<file path="src/rtl/pdtq_pkg.sv">
// ----------------------------------------------------------------------------
// Periodic deadline task queue package
// Shared widths, function codes, sequencer states and arithmetic unit types.
// ----------------------------------------------------------------------------
`default_nettype none

package pdtq_pkg;

  localparam int ID_W       = 4;
  localparam int FUNC_W     = 2;
  localparam int PERIOD_W   = 31;
  localparam int TIME_W     = 47;
  localparam int DL_W       = 48;
  localparam int WAIT_W     = 32;
  localparam int NUM_IDS    = 2 ** ID_W;
  localparam int TASKS_DEF  = 16;
  localparam int IN_DATA_W  = 88;
  localparam int OUT_DATA_W = 88;

  localparam logic [WAIT_W-1:0] WAIT_MAX   = {1'b0, {(WAIT_W-1){1'b1}}};
  localparam logic [WAIT_W-1:0] WAIT_EMPTY = {WAIT_W{1'b1}};

  typedef enum logic [FUNC_W-1:0] {
    FUNC_ADD    = 2'd0,
    FUNC_REMOVE = 2'd1,
    FUNC_POLL   = 2'd2,
    FUNC_QUERY  = 2'd3
  } func_t;

  typedef enum logic {
    KIND_DISPATCH = 1'b0,
    KIND_SUMMARY  = 1'b1
  } kind_t;

  typedef enum logic {
    STATUS_OK      = 1'b0,
    STATUS_MISSING = 1'b1
  } status_t;

  typedef enum logic {
    ALU_ADD = 1'b0,
    ALU_SUB = 1'b1
  } alu_op_t;

  typedef struct packed {
    logic [DL_W:0] res;
    logic          neg;
    logic          zero;
  } alu_res_t;

  typedef enum logic [3:0] {
    S_IDLE,
    S_UL_SCAN,
    S_UL_SHIFT,
    S_WHEN,
    S_INS_SCAN,
    S_INS_SHIFT,
    S_POLL_SCAN,
    S_FIRE,
    S_SUM
  } state_t;

endpackage

`default_nettype wire

</file>
<file path="src/rtl/periodic_deadline_task_queue.sv">
// ----------------------------------------------------------------------------
// Periodic deadline task queue
// Deadline-sorted queue of periodic tasks driven by a shared-adder sequencer.
// ----------------------------------------------------------------------------
// Each input request carries a function (add, remove, poll, query), a task id,
// a period and the current time in ms. Add schedules the task at now plus its
// period ahead of equal deadlines; remove unlinks it; poll dispatches every
// task due on arrival in deadline order and reschedules it. Every request ends
// with a summary result (out_tlast high) giving the ms to the earliest deadline.
// Requests are handled one at a time; in_tready is high only while idle.
// All deadline arithmetic goes through one 49-bit adder, one step per cycle
// while the output is not stalled. Steps from one accept to the next:
//   query, remove of an absent task, or add of an out-of-range id: summary
//   remove: unlink scan to the task's position, unlink shift, summary
//   add: unlink scan and shift if the task was queued, then deadline sum,
//   insertion scan, insertion shift and summary
//   poll: a scan counting the due tasks, then per dispatched task an unlink
//   scan and shift, deadline sum, insertion scan and shift and a dispatch,
//   then the summary.
// Results sit in an output register; when the receiver stalls the sequencer
// waits in its dispatch or summary step and the queue state is held.
// Reset empties the queue at once; no clearing pass is needed.
// ----------------------------------------------------------------------------
`default_nettype none

module periodic_deadline_task_queue #(
  parameter int TASKS = pdtq_pkg::TASKS_DEF
) (
  input  logic                                clk,
  input  logic                                rst_n,
  input  logic                                in_tvalid,
  output logic                                in_tready,
  // task_id [3:0], period [34:4], now [81:35], zero fill above
  input  logic [pdtq_pkg::IN_DATA_W-1:0]      in_tdata,
  // func [1:0]
  input  logic [pdtq_pkg::FUNC_W-1:0]         in_tuser,
  output logic                                out_tvalid,
  input  logic                                out_tready,
  // fired_task [3:0], fire_time [50:4], wait_ms [82:51], status [83], zero fill
  output logic [pdtq_pkg::OUT_DATA_W-1:0]     out_tdata,
  // kind [0]
  output logic [0:0]                          out_tuser,
  output logic                                out_tlast
);
  import pdtq_pkg::*;

  localparam int SLOTS = (TASKS < NUM_IDS) ? TASKS : NUM_IDS;
  localparam int PW    = $clog2(SLOTS);
  localparam int CW    = $clog2(SLOTS + 1);
  localparam logic [ID_W:0] SLOTS_L = (ID_W + 1)'(SLOTS);

  state_t                 state_r, state_nxt;

  func_t                  func_r;
  logic [ID_W-1:0]        cur_id_r;
  logic [TIME_W-1:0]      now_r;
  status_t                status_r;
  logic [DL_W-1:0]        when_r;
  logic [CW-1:0]          pos_r;
  logic [CW-1:0]          due_k_r;
  logic [PW-1:0]          fire_i_r;
  logic [CW-1:0]          count_r;
  logic [SLOTS-1:0]       active_r;

  logic [ID_W-1:0]        qid_r [SLOTS];
  logic [DL_W-1:0]        qdl_r [SLOTS];
  logic [PERIOD_W-1:0]    rep_r [SLOTS];
  logic [ID_W-1:0]        due_r [SLOTS];

  logic                   out_valid_r;
  kind_t                  out_kind_r;
  logic [ID_W-1:0]        out_task_r;
  logic [TIME_W-1:0]      out_time_r;
  logic [WAIT_W-1:0]      out_wait_r;
  status_t                out_status_r;
  logic                   out_last_r;

  // Request fields
  func_t                  in_func;
  logic [ID_W-1:0]        in_id;
  logic [PERIOD_W-1:0]    in_period;
  logic [TIME_W-1:0]      in_now;
  logic                   in_fire;
  logic                   in_id_ok;
  logic                   in_active;
  logic [PW-1:0]          in_slot;

  // Sequencer datapath
  logic [PW-1:0]          cur_slot;
  logic [PW-1:0]          rd_pos;
  logic [DL_W-1:0]        rd_dl;
  logic [ID_W-1:0]        rd_id;
  alu_op_t                alu_op;
  logic [DL_W-1:0]        alu_a;
  logic [DL_W-1:0]        alu_b;
  alu_res_t               alu_r;
  logic                   scan_more;
  logic                   ins_go;
  logic                   poll_go;
  logic                   ul_hit;
  logic                   fire_last;
  logic                   out_free;
  logic                   emit_dispatch;
  logic                   emit_sum;
  logic [WAIT_W-1:0]      wait_sum;

  assign in_func   = func_t'(in_tuser);
  assign in_id     = in_tdata[ID_W-1:0];
  assign in_period = in_tdata[ID_W +: PERIOD_W];
  assign in_now    = in_tdata[ID_W+PERIOD_W +: TIME_W];
  assign in_slot   = in_id[PW-1:0];
  assign in_id_ok  = ({1'b0, in_id} < SLOTS_L);
  assign in_active = in_id_ok && active_r[in_slot];

  assign cur_slot  = cur_id_r[PW-1:0];

  pdtq_alu u_alu (
    .op (alu_op),
    .a  (alu_a),
    .b  (alu_b),
    .r  (alu_r)
  );

  // Control and operand selection
  always_comb begin
    in_tready = (state_r == S_IDLE);
    in_fire   = in_tvalid && in_tready;
    out_free  = !out_valid_r || out_tready;

    rd_pos = (state_r == S_SUM) ? '0 : pos_r[PW-1:0];
    rd_dl  = qdl_r[rd_pos];
    rd_id  = qid_r[rd_pos];

    case (state_r)
      S_WHEN: begin
        alu_op = ALU_ADD;
        alu_a  = {1'b0, now_r};
        alu_b  = {{(DL_W-PERIOD_W){1'b0}}, rep_r[cur_slot]};
      end
      S_INS_SCAN: begin
        alu_op = ALU_SUB;
        alu_a  = rd_dl;
        alu_b  = when_r;
      end
      default: begin
        alu_op = ALU_SUB;
        alu_a  = rd_dl;
        alu_b  = {1'b0, now_r};
      end
    endcase

    scan_more = (pos_r < count_r);
    ins_go    = scan_more && alu_r.neg;
    poll_go   = scan_more && (alu_r.neg || alu_r.zero);
    ul_hit    = (rd_id == cur_id_r);
    fire_last = ((CW'(fire_i_r) + CW'(1)) == due_k_r);

    emit_dispatch = (state_r == S_FIRE) && out_free;
    emit_sum      = (state_r == S_SUM) && out_free;

    // Head deadline minus now, clamped at zero and saturated at the top; WAIT_EMPTY when empty.
    if (count_r == '0) begin
      wait_sum = WAIT_EMPTY;
    end else if (alu_r.neg || alu_r.zero) begin
      wait_sum = '0;
    end else if (|alu_r.res[DL_W-1:WAIT_W-1]) begin
      wait_sum = WAIT_MAX;
    end else begin
      wait_sum = {1'b0, alu_r.res[WAIT_W-2:0]};
    end
  end

  // Next state
  always_comb begin
    state_nxt = state_r;
    case (state_r)
      S_IDLE: begin
        if (in_fire) begin
          case (in_func)
            FUNC_ADD: begin
              if (!in_id_ok) begin
                state_nxt = S_SUM;
              end else if (in_active) begin
                state_nxt = S_UL_SCAN;
              end else begin
                state_nxt = S_WHEN;
              end
            end
            FUNC_REMOVE: state_nxt = in_active ? S_UL_SCAN : S_SUM;
            FUNC_POLL:   state_nxt = S_POLL_SCAN;
            default:     state_nxt = S_SUM;
          endcase
        end
      end
      S_UL_SCAN: begin
        if (ul_hit) begin
          state_nxt = S_UL_SHIFT;
        end
      end
      S_UL_SHIFT:  state_nxt = (func_r == FUNC_REMOVE) ? S_SUM : S_WHEN;
      S_WHEN:      state_nxt = S_INS_SCAN;
      S_INS_SCAN: begin
        if (!ins_go) begin
          state_nxt = S_INS_SHIFT;
        end
      end
      S_INS_SHIFT: state_nxt = (func_r == FUNC_POLL) ? S_FIRE : S_SUM;
      S_POLL_SCAN: begin
        if (!poll_go) begin
          state_nxt = (pos_r == '0) ? S_SUM : S_UL_SCAN;
        end
      end
      S_FIRE: begin
        if (out_free) begin
          state_nxt = fire_last ? S_SUM : S_UL_SCAN;
        end
      end
      S_SUM: begin
        if (out_free) begin
          state_nxt = S_IDLE;
        end
      end
      default: state_nxt = S_IDLE;
    endcase
  end

  always_ff @(posedge clk) begin
    if (!rst_n) begin
      state_r <= S_IDLE;
    end else begin
      state_r <= state_nxt;
    end
  end

  // Queue occupancy and output handshake
  always_ff @(posedge clk) begin
    if (!rst_n) begin
      active_r    <= '0;
      count_r     <= '0;
      out_valid_r <= 1'b0;
    end else begin
      if (emit_dispatch || emit_sum) begin
        out_valid_r <= 1'b1;
      end else if (out_tready) begin
        out_valid_r <= 1'b0;
      end
      if (state_r == S_UL_SHIFT) begin
        active_r[cur_slot] <= 1'b0;
        count_r            <= count_r - CW'(1);
      end else if (state_r == S_INS_SHIFT) begin
        active_r[cur_slot] <= 1'b1;
        count_r            <= count_r + CW'(1);
      end
    end
  end

  // Request registers, queue contents and scan counters
  always_ff @(posedge clk) begin
    case (state_r)
      S_IDLE: begin
        if (in_fire) begin
          func_r   <= in_func;
          cur_id_r <= in_id;
          now_r    <= in_now;
          status_r <= (in_func == FUNC_REMOVE && !in_active) ? STATUS_MISSING : STATUS_OK;
          pos_r    <= '0;
          if (in_func == FUNC_ADD && in_id_ok) begin
            rep_r[in_slot] <= in_period;
          end
          // Poll fires the tasks that lead the queue on arrival.
          for (int j = 0; j < SLOTS; j++) begin
            due_r[j] <= qid_r[j];
          end
        end
      end
      S_UL_SCAN: begin
        if (!ul_hit) begin
          pos_r <= pos_r + CW'(1);
        end
      end
      S_UL_SHIFT: begin
        for (int j = 0; j < SLOTS - 1; j++) begin
          if (CW'(j) >= pos_r) begin
            qid_r[j] <= qid_r[j+1];
            qdl_r[j] <= qdl_r[j+1];
          end
        end
        pos_r <= '0;
      end
      S_WHEN: begin
        when_r <= alu_r.res[DL_W-1:0];
        pos_r  <= '0;
      end
      S_INS_SCAN: begin
        if (ins_go) begin
          pos_r <= pos_r + CW'(1);
        end
      end
      S_INS_SHIFT: begin
        for (int j = 1; j < SLOTS; j++) begin
          if (CW'(j) > pos_r) begin
            qid_r[j] <= qid_r[j-1];
            qdl_r[j] <= qdl_r[j-1];
          end
        end
        qid_r[pos_r[PW-1:0]] <= cur_id_r;
        qdl_r[pos_r[PW-1:0]] <= when_r;
        pos_r                <= '0;
      end
      S_POLL_SCAN: begin
        if (poll_go) begin
          pos_r <= pos_r + CW'(1);
        end else begin
          due_k_r  <= pos_r;
          fire_i_r <= '0;
          cur_id_r <= due_r[0];
          pos_r    <= '0;
        end
      end
      S_FIRE: begin
        if (out_free && !fire_last) begin
          fire_i_r <= fire_i_r + PW'(1);
          cur_id_r <= due_r[fire_i_r + PW'(1)];
        end
      end
      default: begin
      end
    endcase
  end

  // Output register
  always_ff @(posedge clk) begin
    if (emit_dispatch) begin
      out_kind_r   <= KIND_DISPATCH;
      out_task_r   <= cur_id_r;
      out_time_r   <= now_r;
      out_wait_r   <= '0;
      out_status_r <= STATUS_OK;
      out_last_r   <= 1'b0;
    end else if (emit_sum) begin
      out_kind_r   <= KIND_SUMMARY;
      out_task_r   <= '0;
      out_time_r   <= '0;
      out_wait_r   <= wait_sum;
      out_status_r <= status_r;
      out_last_r   <= 1'b1;
    end
  end

  assign out_tvalid = out_valid_r;
  assign out_tdata  = {{(OUT_DATA_W-ID_W-TIME_W-WAIT_W-1){1'b0}},
                       out_status_r, out_wait_r, out_time_r, out_task_r};
  assign out_tuser  = out_kind_r;
  assign out_tlast  = out_last_r;

endmodule

`default_nettype wire

</file>
<file path="src/rtl/pdtq_alu.sv">
// ----------------------------------------------------------------------------
// Shared add / subtract unit
// One 49-bit adder used for deadline sums, ordering compares and wait times.
// ----------------------------------------------------------------------------
`default_nettype none

module pdtq_alu (
  input  pdtq_pkg::alu_op_t               op,
  input  logic [pdtq_pkg::DL_W-1:0]       a,
  input  logic [pdtq_pkg::DL_W-1:0]       b,
  output pdtq_pkg::alu_res_t              r
);
  import pdtq_pkg::*;

  logic [DL_W:0] sum;

  always_comb begin
    if (op == ALU_ADD) begin
      sum = {1'b0, a} + {1'b0, b};
    end else begin
      sum = {1'b0, a} - {1'b0, b};
    end
    r.res  = sum;
    // For a subtract the top bit is the borrow, so it flags a below b.
    r.neg  = sum[DL_W];
    r.zero = (sum == '0);
  end

endmodule

`default_nettype wire
</file>
<file path="config.mk">
export PLATFORM = sky130hd
export DESIGN_NAME = periodic_deadline_task_queue
export DESIGN_NICKNAME = d
export VERILOG_FILES = /design/src/rtl/pdtq_pkg.sv /design/src/rtl/periodic_deadline_task_queue.sv /design/src/rtl/pdtq_alu.sv
export SDC_FILE = /design/constraint.sdc
export NUM_CORES = 2
export LEC_CHECK = 0
export CORE_MARGIN = 4
export CORE_UTILIZATION = 40
export CTS_CLUSTER_DIAMETER = 40
export DETAILED_ROUTE_END_ITERATION = 7
export DONT_BUFFER_PORTS = 1
export MAX_ROUTING_LAYER = met4
export REMOVE_ABC_BUFFERS = 1
export SYNTH_ARGS = -nofsm -noshare
export SYNTH_HDL_FRONTEND = slang
export SYNTH_SLANG_ARGS = --single-unit
</file>
<file path="constraint.sdc">
create_clock -name clk -period 20.6 [get_ports clk]
set_input_delay 2.06 -clock clk [delete_from_list [all_inputs] [get_ports clk]]
set_output_delay 2.06 -clock clk [all_outputs]
set_load 0.02 [all_outputs]
</file>
==> reports/qor.txt <==
Setup crit end: fire_i_r[0]
Final Non-Filler Cells: 10,700
# placed instances: 10,200
CTS Hold Bufs: 0
DIE AREA: 0.224 mm2
Gate Count Post-Synth: 7,858
first-pass GRT wire length: 462,000 um
CTS Buffer Depth: 4
main combinational cell family by area after synthesis: multiplexers
Post-synth ARST share: 0
reg2reg end: fire_i_r[0]
pre-CTS setup slack: 9170 ps
sw power: 7.88 mW
Switching Fraction: 0.443
Std-Cell Rows: 170
Die Y: 473 um
Int Pwr: 9.92 mW
Clock Power Share: 0.278
Slew HR: 0.145
pwr/cell area: 179 mW/mm2
Worst Tran Pin Value: 1280 ps
share of cells above drive strength 1: 0.137
via count: 66,800
clock sink count: 1,623
setup violators final: 0
Peak Freq: 83.9 MHz
gr busiest metal: met2
WS Path Type: reg2reg
First-pass DRT Iterations: 6
Synth cell types: 96
FF-to-FF Start: state_r[2]
worst-skew pair later-pin latency: 950 ps
met2 Use GR: 0.418
Iter 0 DRT Violations: 9,593
total leakage power: 33.3 nW
PortBufs: 0
hold_ws: 446 ps
CTS clk-pin slew, worst paths: 50 ps
number of global-route vias before repair: 63,000
CTS tree: done
simple-gate share of the synthesized area: 0.122
final wirelength: 327,000 um
met3 Use GR: 0.0735
gpl congestion: 1.03
initial antenna violation count: 23
most frequent cells in the layout: edfxtp_1 (1,559), nand2_1 (1,326), o21ai_0 (898)
cell area after synthesis: 0.0866 mm2
Post-synth EDFFs: 1,559
pin count of the biggest net entering global routing: 146
H-tree Lvls: 5
post-synthesis mux area share: 0.146
Final Hold Fails: 0
setup bufs post-CTS: 0
die width: 473 um
CTS Root Buffer Type: clkbuf_16
Avg Inst Size Synth: 11.0 um2
Total Nets Final: 7,793
Worst setup EP type: flop
sequential share of power: 0.278
post-route ant nets: 0
routed len/inst: 30.6 um
Worst setup SP type: flop
drt drc: 0
period utilisation layout: 0.579
Synth area leader: edfxtp_1
Max VDD drop: 0.154 mV
unrepaired setup endpoints after global routing: no
top-level I/O count: 186
Arrival @ worst endpoint: 12,380 ps
Synth Area in Compound Gates: 0.122
Post-Route Skew: 104 ps
Overall Power: 17.8 mW
via/cell ratio: 6.24
Util after Layout: 0.462
Synth Flop Type: edfxtp_1
crit path from: state_r[2]
Resize count post-CTS: 0
Setup TNS Final: 0 ps
Hold Crit Class: reg2reg
MaxCap Viol Count: 0
r2r setup slk: 8680 ps
P&R area growth vs syn: 14.7%
Max Fanout on Critical Path: 46
cts bufs inserted: 308
GRT Overall Usage: 0.292
fin. max-slew vios: 0
Post-Synth Adder-Cell Area: 0.0104
CP required: 21,060 ps
DPL Wire Length: 198,000 um
combinational power share: 0.444
Initial Utilization: 0.403
status: completed
Post-Synth XOR/XNOR Area: 0.00950
most common cell after layout, fill and taps aside: edfxtp_1
Tmin final: 11,920 ps
worst-case reg-to-reg path depth: 27
Area contributors post-synth: edfxtp_1 (54%), mux2i_1 (9.6%), nand2_1 (5.8%)
core box area: 0.215 mm2
met1 Usage GRT: 0.380
Synth Warn #: 0
FF+latch count, synth: 1,623
gr ovfl total: 0
register area share after synthesis: 0.555
placed inst area: 0.0893 mm2
Setup WS post-layout: 8680 ps
post-route cell area: 0.0994 mm2
post-synth top area share: 0.540
[sequential cells by signal, indices dropped and copies added (netlist names), 2 cells and up, named ones only]
name	count
out_task_r	4
now_r	47
pos_r	5
cur_id_r	4
when_r	48
due_k_r	5
due_r	64
state_r	4
func_r	2
out_wait_r	32
rep_r	496
qid_r	64
fire_i_r	4
out_time_r	47
count_r	5
qdl_r	768
[how the worst min path moves through the flow]
stage	cells past startpoint	to	from	slack, ps
floorplan	2	flop	flop	430
global placement	2	flop	flop	450
detailed placement	2	flop	flop	450
CTS	0	due_r[15][3]	qid_r[15][3]	440
global route	0	due_r[15][3]	qid_r[15][3]	460
finish	0	due_r[15][3]	qid_r[15][3]	450
[critical path, stage by stage, from the launching register on]
cell       delay, ps
dfxtp_1          960
nand4bb_2        600
buf_4            390
inv_8            180
nand2_1          110
buf_4            320
a221oi_1         120
a221oi_1         920
nand4_2          320
nor4_4           380
nand3b_1         130
nand2b_1         290
o21ai_1          450
nand4b_1         310
nor2_1           200
xnor2_1           90
ha_1             470
nand4_1          240
or4_1            620
a2111oi_1        830
o31a_1           270
o22a_1           140
nand4bb_1        120
or4_1            640
nor3_4           220
buf_4            510
a21o_2           990
a21boi_0         550
[metal layers]
metal	wire (um)	vias up	part of all wire
met2	141000	4435	0.43
li1	-	28900	-
met4	20000	0	0.061
met3	39200	866	0.12
met5	0	-	0
met1	127000	32700	0.39
[cells in the mapped netlist, types with 30 or more instances]
cell type  number
and3_1         63
xnor2_1        61
nand2_1      1333
nor2_1        438
o21ai_0       900
nand3_1       259
mux2_2        151
edfxtp_1     1559
buf_1         107
nor3_1         45
o211ai_1      104
a31oi_1        67
mux4_2        117
a211oi_1       60
or3_1         107
ha_1           69
dfxtp_1        64
o21a_1         38
mux2i_1       830
clkbuf_1      551
inv_1          60
o22ai_1        30
nand4_1        37
xor2_1         33
a21oi_1       319
[cell families (layout without fill, tap and decap cells)]
kind of cell,Yosys count,count (layout)
AND/OR/NAND/NOR,2423,2423
AO/OA/AOI/OAI,1776,1776
XOR/XNOR,94,94
flip-flops,1623,1623
multiplexers,1098,1098
adder cells (fa/ha/maj),71,71
buffers and inverters,772,766
other,1,17
[power by group through the flow]
| stage | Sequential (mW) | Combinational [mW] | Clock [mW] |
|---|---|---|---|
| floorplan | 5.00 | 4.76 | 0 |
| global placement | 4.98 | 7.61 | 0 |
| detailed placement | 4.99 | 7.62 | 0 |
| CTS | 4.93 | 7.66 | 4.99 |
| global route | 4.98 | 8.22 | 5.15 |
| finish | 4.95 | 7.90 | 4.94 |
[cell type report]
type / count / area, um2
well taps: 2838 / 3550
repair buffers: 169 / 1340
flip-flops and latches: 1623 / 48100
clock inverters: 190 / 2020
fillers: 19300 / 116000
multi-input cells: 5466 / 36100
diodes: 13 / 32.5
inverters: 60 / 240
clock buffers: 347 / 8010
Note: power is estimated with default switching activity, not from simulation.
